--- config.mk ---
export PLATFORM = sky130hd
export DESIGN_NAME = response_header_parser_unit
export DESIGN_NICKNAME = d
export VERILOG_FILES = /design/src/hw/rtl/rhp_pkg.sv /design/src/hw/rtl/rhp_parse.sv /design/src/hw/rtl/response_header_parser_unit.sv
export SDC_FILE = /design/constraint.sdc
export NUM_CORES = 1
export LEC_CHECK = 0
export BUFFER_PORTS_ARGS = -buffer_cell sky130_fd_sc_hd__buf_2
export CORE_UTILIZATION = 54
export CTS_BUF_LIST = sky130_fd_sc_hd__clkbuf_8
export DETAILED_ROUTE_END_ITERATION = 12
export PLACE_DENSITY_LB_ADDON = 0.2
export SLEW_MARGIN = 30
export SYNTH_ARGS = -nofsm -noshare
export SYNTH_HDL_FRONTEND = slang
export SYNTH_SLANG_ARGS = --single-unit
export TNS_END_PERCENT = 50
--- constraint.sdc ---
create_clock -name clk -period 5.3 [get_ports clk]
set_input_delay 1.06 -clock clk [delete_from_list [all_inputs] [get_ports clk]]
set_output_delay 1.06 -clock clk [all_outputs]
set_load 0.01 [all_outputs]
--- src/hw/rtl/rhp_pkg.sv ---
// ----------------------------------------------------------------------------
// Response header parser package
// Phase and status codes, parser state struct and literal text tables.
// ----------------------------------------------------------------------------
`timescale 1ns / 1ps

package rhp_pkg;

    localparam int BYTE_W     = 8;
    localparam int LEN_W      = 16;
    localparam int LIT_W      = 4;
    localparam int CNT_W      = 4;
    localparam int STATUS_W   = 3;
    localparam int APB_ADDR_W = 3;
    localparam int APB_DATA_W = 32;

    // Register map: index taken from paddr[2]
    localparam logic REG_IDX_MAX_PAYLOAD = 1'b0;
    localparam logic [LEN_W-1:0] MAX_PAYLOAD_RESET = 16'd5000;

    // Character codes
    localparam logic [BYTE_W-1:0] CH_NL    = 8'h0A;
    localparam logic [BYTE_W-1:0] CH_DASH  = 8'h2D;
    localparam logic [BYTE_W-1:0] CH_ZERO  = 8'h30;
    localparam logic [BYTE_W-1:0] CH_NINE  = 8'h39;

    localparam logic [LIT_W-1:0] HEAD_LEN = 4'd8;
    localparam logic [LIT_W-1:0] EXP_LEN  = 4'd7;

    typedef enum logic [3:0] {
        PH_HEADER,
        PH_LEN_FIRST,
        PH_LEN_MORE,
        PH_EXPIRE_LIT,
        PH_EXP_FIRST,
        PH_EXP_NEG,
        PH_EXP_MORE,
        PH_EXP_ZERO,
        PH_END_NL,
        PH_PAYLOAD,
        PH_DONE,
        PH_ERROR
    } phase_t;

    typedef enum logic [STATUS_W-1:0] {
        ST_HEADER  = 3'd0,
        ST_PAYLOAD = 3'd1,
        ST_FINAL   = 3'd2,
        ST_ERROR   = 3'd3,
        ST_IGNORED = 3'd4
    } status_t;

    typedef struct packed {
        phase_t             phase;
        logic [LIT_W-1:0]   lit_pos;
        logic [LEN_W-1:0]   length_acc;
        logic [CNT_W-1:0]   digit_cnt;
        logic [LEN_W-1:0]   remaining;
    } parse_state_t;

    typedef struct packed {
        status_t             status;
        logic [BYTE_W-1:0]   payload_byte;
        logic [LEN_W-1:0]    payload_length;
        logic                message_done;
    } step_result_t;

    localparam parse_state_t PARSE_STATE_RESET = '{
        phase:      PH_HEADER,
        lit_pos:    '0,
        length_acc: '0,
        digit_cnt:  '0,
        remaining:  '0
    };

    // Fixed header text "200\nLen "
    function automatic logic [BYTE_W-1:0] head_char(input logic [2:0] idx);
        logic [BYTE_W-1:0] ch;
        case (idx)
            3'd0:    ch = 8'h32;
            3'd1:    ch = 8'h30;
            3'd2:    ch = 8'h30;
            3'd3:    ch = 8'h0A;
            3'd4:    ch = 8'h4C;
            3'd5:    ch = 8'h65;
            3'd6:    ch = 8'h6E;
            default: ch = 8'h20;
        endcase
        return ch;
    endfunction

    // Expire label text "Expire "
    function automatic logic [BYTE_W-1:0] exp_char(input logic [2:0] idx);
        logic [BYTE_W-1:0] ch;
        case (idx)
            3'd0:    ch = 8'h45;
            3'd1:    ch = 8'h78;
            3'd2:    ch = 8'h70;
            3'd3:    ch = 8'h69;
            3'd4:    ch = 8'h72;
            3'd5:    ch = 8'h65;
            3'd6:    ch = 8'h20;
            default: ch = 8'h00;
        endcase
        return ch;
    endfunction

endpackage

--- src/hw/rtl/rhp_parse.sv ---
// ----------------------------------------------------------------------------
// Response header parser: byte step logic
// Next parser state and result for one byte, given the current state.
// ----------------------------------------------------------------------------
`timescale 1ns / 1ps

module rhp_parse #(
    parameter int LENGTH_BITS       = 16,
    parameter int MAX_EXPIRE_DIGITS = 10
) (
    input  rhp_pkg::parse_state_t          state_cur,
    input  logic [rhp_pkg::BYTE_W-1:0]     data_byte,
    input  logic                           first_byte,
    input  logic [rhp_pkg::LEN_W-1:0]      max_payload,
    output rhp_pkg::parse_state_t          state_next,
    output rhp_pkg::step_result_t          result_next
);
    import rhp_pkg::*;

    localparam int CAP_BITS = (LENGTH_BITS < LEN_W) ? LENGTH_BITS : LEN_W;
    localparam logic [LEN_W-1:0] LEN_CAP = LEN_W'((64'd1 << CAP_BITS) - 64'd1);
    localparam logic [CNT_W-1:0] EXP_MAX = CNT_W'(MAX_EXPIRE_DIGITS);
    localparam int PROD_W = LEN_W + 4;

    parse_state_t        st;
    logic                is_digit;
    logic                head_ok;
    logic                exp_ok;
    logic [LEN_W-1:0]    len_limit;
    logic [PROD_W-1:0]   len_value;
    logic                len_fits;
    logic [LEN_W-1:0]    rem_dec;
    status_t             status_sel;
    logic [BYTE_W-1:0]   pay_sel;

    // Apply a start mark before the byte is looked at
    assign st = first_byte ? PARSE_STATE_RESET : state_cur;

    // Shared byte classification and length arithmetic
    assign is_digit  = (data_byte >= CH_ZERO) && (data_byte <= CH_NINE);
    assign head_ok   = !st.lit_pos[3] && (data_byte == head_char(st.lit_pos[2:0]));
    assign exp_ok    = (st.lit_pos < EXP_LEN) && (data_byte == exp_char(st.lit_pos[2:0]));
    assign len_limit = (max_payload < LEN_CAP) ? max_payload : LEN_CAP;
    assign len_value = (PROD_W'(st.length_acc) << 3) + (PROD_W'(st.length_acc) << 1)
                     + PROD_W'(data_byte[3:0]);
    assign len_fits  = (len_value <= PROD_W'(len_limit));
    assign rem_dec   = (st.remaining != '0) ? (st.remaining - LEN_W'(1)) : st.remaining;

    // Next state
    always_comb
    begin
        state_next = st;
        case (st.phase)
            PH_HEADER:
            begin
                if (head_ok)
                begin
                    if ((st.lit_pos + LIT_W'(1)) == HEAD_LEN)
                    begin
                        state_next.lit_pos = '0;
                        state_next.phase   = PH_LEN_FIRST;
                    end
                    else
                    begin
                        state_next.lit_pos = st.lit_pos + LIT_W'(1);
                    end
                end
                else
                begin
                    state_next.phase = PH_ERROR;
                end
            end
            PH_LEN_FIRST, PH_LEN_MORE:
            begin
                if ((st.phase == PH_LEN_MORE) && (data_byte == CH_NL))
                begin
                    state_next.phase     = PH_EXPIRE_LIT;
                    state_next.lit_pos   = '0;
                    state_next.digit_cnt = '0;
                end
                else if (!is_digit || !len_fits ||
                         ((st.phase == PH_LEN_MORE) && (st.length_acc == '0)))
                begin
                    state_next.phase = PH_ERROR;
                end
                else
                begin
                    state_next.length_acc = len_value[LEN_W-1:0];
                    state_next.phase      = PH_LEN_MORE;
                end
            end
            PH_EXPIRE_LIT:
            begin
                if (exp_ok)
                begin
                    if ((st.lit_pos + LIT_W'(1)) == EXP_LEN)
                    begin
                        state_next.lit_pos = '0;
                        state_next.phase   = PH_EXP_FIRST;
                    end
                    else
                    begin
                        state_next.lit_pos = st.lit_pos + LIT_W'(1);
                    end
                end
                else
                begin
                    state_next.phase = PH_ERROR;
                end
            end
            PH_EXP_FIRST:
            begin
                if (data_byte == CH_DASH)
                begin
                    state_next.phase = PH_EXP_NEG;
                end
                else if (data_byte == CH_ZERO)
                begin
                    state_next.phase = PH_EXP_ZERO;
                end
                else if (is_digit)
                begin
                    state_next.digit_cnt = CNT_W'(1);
                    state_next.phase     = PH_EXP_MORE;
                end
                else
                begin
                    state_next.phase = PH_ERROR;
                end
            end
            PH_EXP_NEG:
            begin
                if (is_digit && (data_byte != CH_ZERO))
                begin
                    state_next.digit_cnt = CNT_W'(1);
                    state_next.phase     = PH_EXP_MORE;
                end
                else
                begin
                    state_next.phase = PH_ERROR;
                end
            end
            PH_EXP_MORE:
            begin
                if (data_byte == CH_NL)
                begin
                    state_next.phase = PH_END_NL;
                end
                else if (is_digit && (st.digit_cnt < EXP_MAX))
                begin
                    state_next.digit_cnt = st.digit_cnt + CNT_W'(1);
                end
                else
                begin
                    state_next.phase = PH_ERROR;
                end
            end
            PH_EXP_ZERO:
            begin
                state_next.phase = (data_byte == CH_NL) ? PH_END_NL : PH_ERROR;
            end
            PH_END_NL:
            begin
                if (data_byte != CH_NL)
                begin
                    state_next.phase = PH_ERROR;
                end
                else if (st.length_acc == '0)
                begin
                    state_next.phase = PH_DONE;
                end
                else
                begin
                    state_next.remaining = st.length_acc;
                    state_next.phase     = PH_PAYLOAD;
                end
            end
            PH_PAYLOAD:
            begin
                state_next.remaining = rem_dec;
                if (rem_dec == '0)
                begin
                    state_next.phase = PH_DONE;
                end
            end
            PH_DONE:
            begin
                state_next.phase = PH_DONE;
            end
            default:
            begin
                state_next.phase = st.phase;
            end
        endcase
    end

    // Result for this byte
    always_comb
    begin
        pay_sel = '0;
        case (st.phase)
            PH_DONE:
            begin
                status_sel = ST_IGNORED;
            end
            PH_PAYLOAD:
            begin
                pay_sel    = data_byte;
                status_sel = (rem_dec == '0) ? ST_FINAL : ST_PAYLOAD;
            end
            PH_END_NL:
            begin
                if (data_byte != CH_NL)
                begin
                    status_sel = ST_ERROR;
                end
                else
                begin
                    status_sel = (st.length_acc == '0) ? ST_FINAL : ST_HEADER;
                end
            end
            PH_ERROR:
            begin
                status_sel = ST_ERROR;
            end
            PH_HEADER, PH_LEN_FIRST, PH_LEN_MORE, PH_EXPIRE_LIT,
            PH_EXP_FIRST, PH_EXP_NEG, PH_EXP_MORE, PH_EXP_ZERO:
            begin
                status_sel = (state_next.phase == PH_ERROR) ? ST_ERROR : ST_HEADER;
            end
            default:
            begin
                status_sel = ST_ERROR;
            end
        endcase
    end

    assign result_next.status         = status_sel;
    assign result_next.payload_byte   = pay_sel;
    assign result_next.payload_length = state_next.length_acc;
    assign result_next.message_done   = (status_sel == ST_FINAL);

endmodule

--- src/hw/rtl/response_header_parser_unit.sv ---
// The result passes through the input register, then the result register, before it is
// offered on the output channel.
// Throughput: one byte per cycle while the result is not stalled; the state loop holds only state_reg.
// A stalled result holds the next byte in the input register; in_ready drops only while
// both registers are full. Reset (rst_n low, asynchronous) empties both stages, sets the
// parser to expect the status code and loads max_payload with 5000.
// ----------------------------------------------------------------------------
// Response header parser
// Checks the response header byte by byte and passes the payload through.
// ----------------------------------------------------------------------------
`timescale 1ns / 1ps

module response_header_parser_unit #(
    parameter int LENGTH_BITS       = 16,
    parameter int MAX_EXPIRE_DIGITS = 10
) (
    input  logic                               clk,
    input  logic                               rst_n,
    // APB configuration port
    input  logic                               psel,
    input  logic                               penable,
    input  logic                               pwrite,
    input  logic [rhp_pkg::APB_ADDR_W-1:0]     paddr,
    input  logic [rhp_pkg::APB_DATA_W-1:0]     pwdata,
    output logic [rhp_pkg::APB_DATA_W-1:0]     prdata,
    output logic                               pready,
    // Input channel
    input  logic                               in_valid,
    output logic                               in_ready,
    input  logic [rhp_pkg::BYTE_W-1:0]         data_byte,
    input  logic                               first_byte,
    // Output channel
    output logic                               out_valid,
    input  logic                               out_ready,
    output logic [rhp_pkg::STATUS_W-1:0]       status,
    output logic [rhp_pkg::BYTE_W-1:0]         payload_byte,
    output logic [rhp_pkg::LEN_W-1:0]          payload_length,
    output logic                               message_done
);
    import rhp_pkg::*;

    logic [LEN_W-1:0]    max_payload_reg;
    logic                cfg_write;

    logic                in_valid_reg;
    logic [BYTE_W-1:0]   in_data_reg;
    logic                in_first_reg;
    logic                advance;
    logic                in_take;

    parse_state_t        state_reg;
    parse_state_t        state_next;
    step_result_t        result_next;

    logic                out_valid_reg;
    logic                out_valid_next;
    step_result_t        result_reg;

    // Configuration register write and read back
    assign pready    = 1'b1;
    assign cfg_write = psel && penable && pwrite && (paddr[2] == REG_IDX_MAX_PAYLOAD);
    assign prdata    = (paddr[2] == REG_IDX_MAX_PAYLOAD)
                     ? APB_DATA_W'(max_payload_reg) : '0;

    always_ff @(posedge clk or negedge rst_n)
    begin
        if (!rst_n)
        begin
            max_payload_reg <= MAX_PAYLOAD_RESET;
        end
        else if (cfg_write)
        begin
            max_payload_reg <= pwdata[LEN_W-1:0];
        end
    end

    // Handshake: advance the input stage whenever the result stage can take it
    assign advance  = in_valid_reg && (!out_valid_reg || out_ready);
    assign in_ready = !in_valid_reg || advance;
    assign in_take  = in_valid && in_ready;

    // Input register
    always_ff @(posedge clk or negedge rst_n)
    begin
        if (!rst_n)
        begin
            in_valid_reg <= 1'b0;
        end
        else if (in_ready)
        begin
            in_valid_reg <= in_valid;
        end
    end

    always_ff @(posedge clk)
    begin
        if (in_take)
        begin
            in_data_reg  <= data_byte;
            in_first_reg <= first_byte;
        end
    end

    // Byte step logic
    rhp_parse #(
        .LENGTH_BITS       (LENGTH_BITS),
        .MAX_EXPIRE_DIGITS (MAX_EXPIRE_DIGITS)
    ) u_parse (
        .state_cur   (state_reg),
        .data_byte   (in_data_reg),
        .first_byte  (in_first_reg),
        .max_payload (max_payload_reg),
        .state_next  (state_next),
        .result_next (result_next)
    );

    // Parser state: commit when the byte moves into the result register
    always_ff @(posedge clk or negedge rst_n)
    begin
        if (!rst_n)
        begin
            state_reg <= PARSE_STATE_RESET;
        end
        else if (advance)
        begin
            state_reg <= state_next;
        end
    end

    // Result register
    always_comb
    begin
        if (advance)
        begin
            out_valid_next = 1'b1;
        end
        else if (out_ready)
        begin
            out_valid_next = 1'b0;
        end
        else
        begin
            out_valid_next = out_valid_reg;
        end
    end

    always_ff @(posedge clk or negedge rst_n)
    begin
        if (!rst_n)
        begin
            out_valid_reg <= 1'b0;
        end
        else
        begin
            out_valid_reg <= out_valid_next;
        end
    end

    always_ff @(posedge clk)
    begin
        if (advance)
        begin
            result_reg <= result_next;
        end
    end

    // Drive the output ports
    assign out_valid      = out_valid_reg;
    assign status         = STATUS_W'(result_reg.status);
    assign payload_byte   = result_reg.payload_byte;
    assign payload_length = result_reg.payload_length;
    assign message_done   = result_reg.message_done;

endmodule

==> results of run 1 <==
## power by group through the flow
stage,clock network (W),registers (W),logic (W)
after floorplan,0,0.00103,0.000971
after global placement,0,0.00108,0.00132
after detailed placement,0,0.00108,0.00134
after CTS,0.000478,0.00107,0.00134
after global routing,0.000503,0.00109,0.00157
final,0.000470,0.00107,0.00141
## repair_timing
item / 4_1_cts / 5_1_grt
hold buffers: 0 / 0
buffers inserted: 0 / 3
gates resized for setup: 0 / 17
setup endpoints to repair: 0 / 35
## final cells by class
| type | instances | area (µm²) |
|---|---|---|
| Clock buffer | 9 | 124 |
| Clock inverter | 7 | 50.0 |
| Fill cell | 1272 | 5190 |
| Inverter | 48 | 183 |
| Multi-Input combinational cell | 697 | 4790 |
| Sequential cell | 99 | 2670 |
| Tap cell | 180 | 225 |
| Timing Repair Buffer | 124 | 761 |
## how the worst max path moves through the flow
stage / startpoint / cells past startpoint / end
after floorplan: in_first_reg / 26 / payload_length[10]
after global placement: in_first_reg / 22 / payload_length[5]
after detailed placement: in_first_reg / 22 / payload_length[5]
after CTS: in_first_reg / 22 / payload_length[5]
after global routing: in_first_reg / 23 / payload_length[7]
final: in_first_reg / 21 / payload_length[7]
## cell families after synthesis
group / share of synthesized area, %
simple gates: 21.0
compound gates: 23.5
buf+inv: 6.47
flops: 34.2
fa+ha+maj: 8.90
xor+xnor: 2.80
mux: 3.11
other cells: 0.0961
## routing by layer
layer | up-vias | track usage, %
met5 | - | 0
met3 | 33 | 6.04
li1 | 3458 | -
met2 | 300 | 43.1
met1 | 3287 | 39.6
met4 | 0 | 10.1
## layout by cell type (no fill, tap or decap), drive strengths merged, types with 18 or more instances in the layout
cell / synthesis / final
buf: 27 / 124
nand2: 86 / 86
o21ai: 85 / 85
nor2: 70 / 70
dfrtp: 57 / 57
ha: 54 / 54
a21oi: 51 / 51
inv: 47 / 50
edfxtp: 37 / 37
nor2b: 29 / 29
o211ai: 18 / 18
mux2: 18 / 18
nor3: 18 / 18
## through the flow
stage	utilization [%]	setup slack, ps	instances	instance area (µm²)	hold WS [ps]
6_report	62.9	212	1164	8800	512
5_1_grt	62.9	24.8	1164	8800	533
4_1_cts	62.3	26.5	1161	8710	516
3_5_place_dp	61.0	58.4	1145	8540	494
3_3_place_gp	61.0	100	1145	8540	470
2_1_floorplan	-	3.78	908	7930	457
## worst register-to-register path: stages (launching register included)
cell	delay, ps
edfxtp_1	420
buf_4	160
nor2b_4	110
xor2_1	160
ha_1	260
ha_1	280
a21o_1	130
nand4_1	140
a211o_1	340
and2_1	200
buf_4	150
xnor2_2	180
inv_1	80
ha_1	360
nand4_1	130
or3_1	390
mux2_2	280
a211o_1	290
and4bb_2	370
nand2_2	90
buf_12	180
o21ai_1	190
==> impl_metrics.tcl, run 1 <==
set metrics [dict create \
    outcome "complete, no violations" \
    worst_slew_pin_slew_ps 845 \
    drc_errors 0 \
    overflow 0 \
    global_route.usage.total_pct 28.3 \
    r2r_slack_ps 210 \
    start_kind "register" \
    final_max_slew_viol_count 0 \
    min_to "max_payload_reg[2]" \
    syn2layout_area_growth_pct 12.7 \
    path_buf_inv 4 \
    met1_length_um 9430 \
    rsz0062_at_grt "false" \
    finalSetupViolCount 0 \
    antenna_found_initial 0 \
    drt_iter0_markers 584 \
    crit_chain "buf_4 > nor2b_4 > xor2_1 > ha_1 > ha_1 > a21o_1 > nand4_1 > a211o_1 > and2_1 > buf_4 > xnor2_2 > inv_1 > ha_1 > nand4_1 > or3_1 > mux2_2 > a211o_1 > and4bb_2 > nand2_2 > buf_12 > o21ai_1" \
    hold_depth 1 \
    slowest_delay_ps 420 \
    synth-edff-count 37 \
    finalSetupTns_ps 0 \
    synthTopCellsByArea "dfrtp_1, edfxtp_1, ha_1, nand2_1, o21ai_0" \
    p_per_area_nw_per_um2 336 \
    p_clk_share_pct 15.9 \
    grt_max_degree 57 \
    largest_reg_flops 44 \
    crit_path_top_delay_cell "edfxtp_1" \
    worst_ep_required_time_ps 5510 \
    wl_met2_um 8960 \
    fin_worst_skew_ps 16.3 \
    reg2reg_to "payload_length[7]" \
    p_sw_share_pct 42.3 \
    layout_min_cycle_time_ps 5090 \
    cts_tree "done" \
    syn_area_um2 7810 \
    p_leak_nw 3.86 \
    place.port_buffers 78 \
    synth_seq_cells 99 \
    insertion_delay_ps 390 \
    dpl.hpwl_um 15000 \
    cts-buffers-inserted 9 \
    critPathKind "reg -> reg" \
    cp_data_arrival_time_ps 5300 \
    wirelength_um 20300 \
    grt_pass1_wl_um 32900 \
    rows 43 \
    dr.pass1.iters 6 \
    ir_drop_uv 212 \
    synthDistinctLibCells 94 \
    cpMostUsedCell "ha_1" \
    ys_warn_count 0 \
    die_w_um 122 \
    numClockSinks 99 \
    ios 114 \
    synth.avg_cell_area_um2 8.75 \
    synth_ff_type "dfrtp_1" \
    yosysTopAreaCell "dfrtp_1" \
    total_power_w 0.00295 \
    synth_common_cells "nand2_1, nor2_1, dfrtp_1, ha_1, o21ai_0" \
    start_util_pct 55.9 \
    fin_crit_sh_pct 96.0 \
    grt_pass1_vias 6543 \
    routedWlPerCell_um 17.4 \
    async_flop_share_pct 62.6 \
    drive_gt1_share_pct 21.1 \
    seq_area_frac_synth_pct 34.2 \
    path_max_fanout 11 \
    rr_worst_depth 21 \
    min-delay-start "max_payload_reg[2]" \
    clockRootBuffer "clkbuf_8" \
    fmax_mhz 197 \
    hold_class "reg -> reg" \
    cpLargestDelayFamily "simple AND/OR/NAND/NOR gates" \
    dieArea_um2 15000 \
    critPathCaptureType "register" \
    synth_top_area_share_pct 18.3 \
    synth_most_common_cell "nand2_1" \
    clk_path_buf_depth 2 \
    finalHoldViolCount 0 \
    ant_nets 0 \
    die_height_um 122 \
    timing.rr.start "in_first_reg" \
    max_cap_violations 0 \
    p_int_w 0.00170 \
    clkTransAtPathRegs_ps 100 \
    top_layer_used "met4" \
    place_congestion 0.917 \
    num_vias 7078 \
    p_sw_w 0.00125 \
    core_um2 14000 \
    antenna_cells_inserted 0 \
    wl_met3_um 1490 \
    finalNetCount 1085 \
    synthCells 893 \
    seq_power_share_pct 36.3 \
    p_comb_share_pct 47.7 \
    htree_levels 3 \
    maxSlewHeadroom_pct 43.5 \
    avgViaCountPerCell 6.08 \
]
No activity file was read; power rests on OpenSTA's default activity.
==> run 2: changes to the inputs <==
--- a/config.mk
+++ b/config.mk
@@ -11,4 +11,5 @@
 export DETAILED_ROUTE_END_ITERATION = 12
 export PLACE_DENSITY_LB_ADDON = 0.2
+export RECOVER_POWER = 100
 export SLEW_MARGIN = 30
 export SYNTH_ARGS = -nofsm -noshare
==> constraint.sdc (replaced) <==
create_clock -name clk -period 5.3 [get_ports clk]
set_input_delay 0.265 -clock clk [delete_from_list [all_inputs] [get_ports clk]]
set_output_delay 0.265 -clock clk [all_outputs]
set_load 0.01 [all_outputs]
==> impl_metrics.tcl, run 2 (synthesis results as in run 1) <==
set metrics [dict create \
    largest_reg_flops 44 \
    grt_pass1_wl_um 34000 \
    drive_gt1_share_pct 14.1 \
    cts_hold_buffers 0 \
    seq_power_share_pct 36.7 \
    p_int_w 0.00169 \
    place_inst 1139 \
    layout_common_cells "nand2_1, nor2_1, dfrtp_1" \
    path_max_fanout 11 \
    postLayoutCoreUtil_pct 61.7 \
    violations "max-capacitance violations, max-slew violations" \
    ir_drop_uv 232 \
    worst_ep_required_time_ps 5510 \
    p_comb_share_pct 45.4 \
    syn2layout_area_growth_pct 10.5 \
    hold_class "in -> reg" \
    postLayoutCellArea_um2 8630 \
    finalHoldViolCount 0 \
    place.port_buffers 78 \
    p_sw_share_pct 42.0 \
    rows 43 \
    outcome "finished with violations" \
    finalSetupViolCount 0 \
    finalSetupTns_ps 0 \
    cts_tree "done" \
    clockRootBuffer "clkbuf_8" \
    numClockSinks 99 \
    start_kind "register" \
    antenna_found_initial 0 \
    p_sw_w 0.00123 \
    p_leak_nw 3.64 \
    die_height_um 122 \
    max_cap_violations 2 \
    clk_path_buf_depth 2 \
    wirelength_um 20300 \
    die_w_um 122 \
    place_congestion 0.954 \
    antenna_cells_inserted 0 \
    grt_pass1_vias 6715 \
    final_max_slew_viol_count 111 \
    routedWlPerCell_um 17.5 \
    critPathCaptureType "register" \
    clkTransAtPathRegs_ps 100 \
    layout_min_cycle_time_ps 5020 \
    core_um2 14000 \
    ant_nets 0 \
    htree_levels 3 \
    worst_slew_pin_slew_ps 3490 \
    finalNetCount 1079 \
    overflow 0 \
    ios 114 \
    global_route.usage.total_pct 29.2 \
    insertion_delay_ps 390 \
    instances_no_fill 1158 \
    start_util_pct 55.9 \
    cp_data_arrival_time_ps 5230 \
    drt_iter0_markers 562 \
    maxSlewHeadroom_pct -132 \
    p_clk_share_pct 17.9 \
    placed_area_um2 8490 \
    avgViaCountPerCell 6.09 \
    dpl.hpwl_um 14900 \
    layout.area.seq_um2 2670 \
    grt_max_degree 63 \
    final_common_cell "nand2_1" \
    dr.pass1.iters 5 \
    multi_input_area_um2 4720 \
    critPathKind "reg -> reg" \
    p_per_area_nw_per_um2 339 \
    num_vias 7054 \
    total_power_w 0.00292 \
    dieArea_um2 15000 \
    fin_crit_sh_pct 94.6 \
    cts-buffers-inserted 9 \
    fin_worst_skew_ps 10.4 \
    nFillCells 1295 \
    drc_errors 0 \
    fmax_mhz 199 \
]
==> run 2: cell types whose count changed in the layout (fill, tap and decap cells not counted), moves of 2 or more <==
| cell | change |
|---|---|
| buf_4 | -14 |
| inv_1 | +2 |
| inv_2 | -2 |
| buf_2 | -47 |
| o21ai_1 | -3 |
| clkinv_1 | -2 |
| o21ai_0 | +3 |
| clkbuf_1 | +55 |
| nor2b_2 | -2 |
| nor2b_1 | +2 |
==> run 2: power groups by stage <==
stage / clock network (W) / logic (W) / registers [W]
floorplan: 0 / 0.000971 / 0.00103
CTS: 0.000531 / 0.00132 / 0.00107
global placement: 0 / 0.00130 / 0.00108
detailed placement: 0 / 0.00131 / 0.00108
global route: 0.000561 / 0.00150 / 0.00109
finish: 0.000523 / 0.00133 / 0.00107
==> run 2: stage by stage <==
step | setup WS (ps) | hold WS [ps]
after floorplan | 3.78 | -30.6
after global placement | 160 | 442
after detailed placement | 57.1 | 443
after CTS | 88.5 | 31.3
after global routing | -1.51 | 26.4
final | 284 | 42.9
==> run 2: what timing repair did <==
action | in CTS | in global routing
gates resized for setup | 0 | 10
setup endpoints to repair | 1 | 30
setup buffers | 1 | 2
pin swaps | 0 | 5
==> run 2: layout make-up <==
| cell class | count | share of cell area [%] |
|---|---|---|
| Clock buffer | 9 | 1.44 |
| Sequential cell | 99 | 30.9 |
| Multi-Input combinational cell | 697 | 54.7 |
| Timing Repair Buffer | 118 | 7.26 |
| Clock inverter | 7 | 0.884 |
| Tap cell | 180 | 2.61 |
| Inverter | 48 | 2.15 |
==> run 2: critical path, stage by stage (launching register included) <==
cell       delay (ps)
edfxtp_1          370
buf_4             180
nor2b_4           120
xor2_1            150
ha_1              260
ha_1              290
a21o_1            140
nand4_1           140
a211o_1           300
and2_1            200
o21ai_0           230
xnor2_1           190
inv_1              70
ha_1              320
a21oi_1           130
o21ai_0           110
a2111oi_1         380
nand3_1           150
a211o_1           280
and4bb_2          360
nand2_2            90
buf_12            180
o21ai_1           190
==> run 2: final timing paths <==
path                                   start                 to  slack, ps  cells past startpoint
worst max-delay path            in_first_reg  payload_length[6]        280                     22
worst min-delay path            data_byte[7]     in_data_reg[7]         40                      1
worst max register to register  in_first_reg  payload_length[6]        280                     22
worst min register to register  in_valid_reg          out_valid        510                      1
max in group asynchronous              rst_n      state_reg[11]       2200                      2
min in group asynchronous              rst_n      state_reg[36]       1140                      2
==> run 2: routing by layer <==
layer / vias up / wire, µm / track usage (%) / part of all wire (%)
li1: 3454 / - / - / -
met1: 3293 / 9380 / 41.4 / 46
met2: 280 / 9090 / 44.6 / 45
met3: 27 / 1350 / 5.02 / 6.7
met4: 0 / 486 / 10.9 / 2.4
met5: - / 0 / 0 / 0
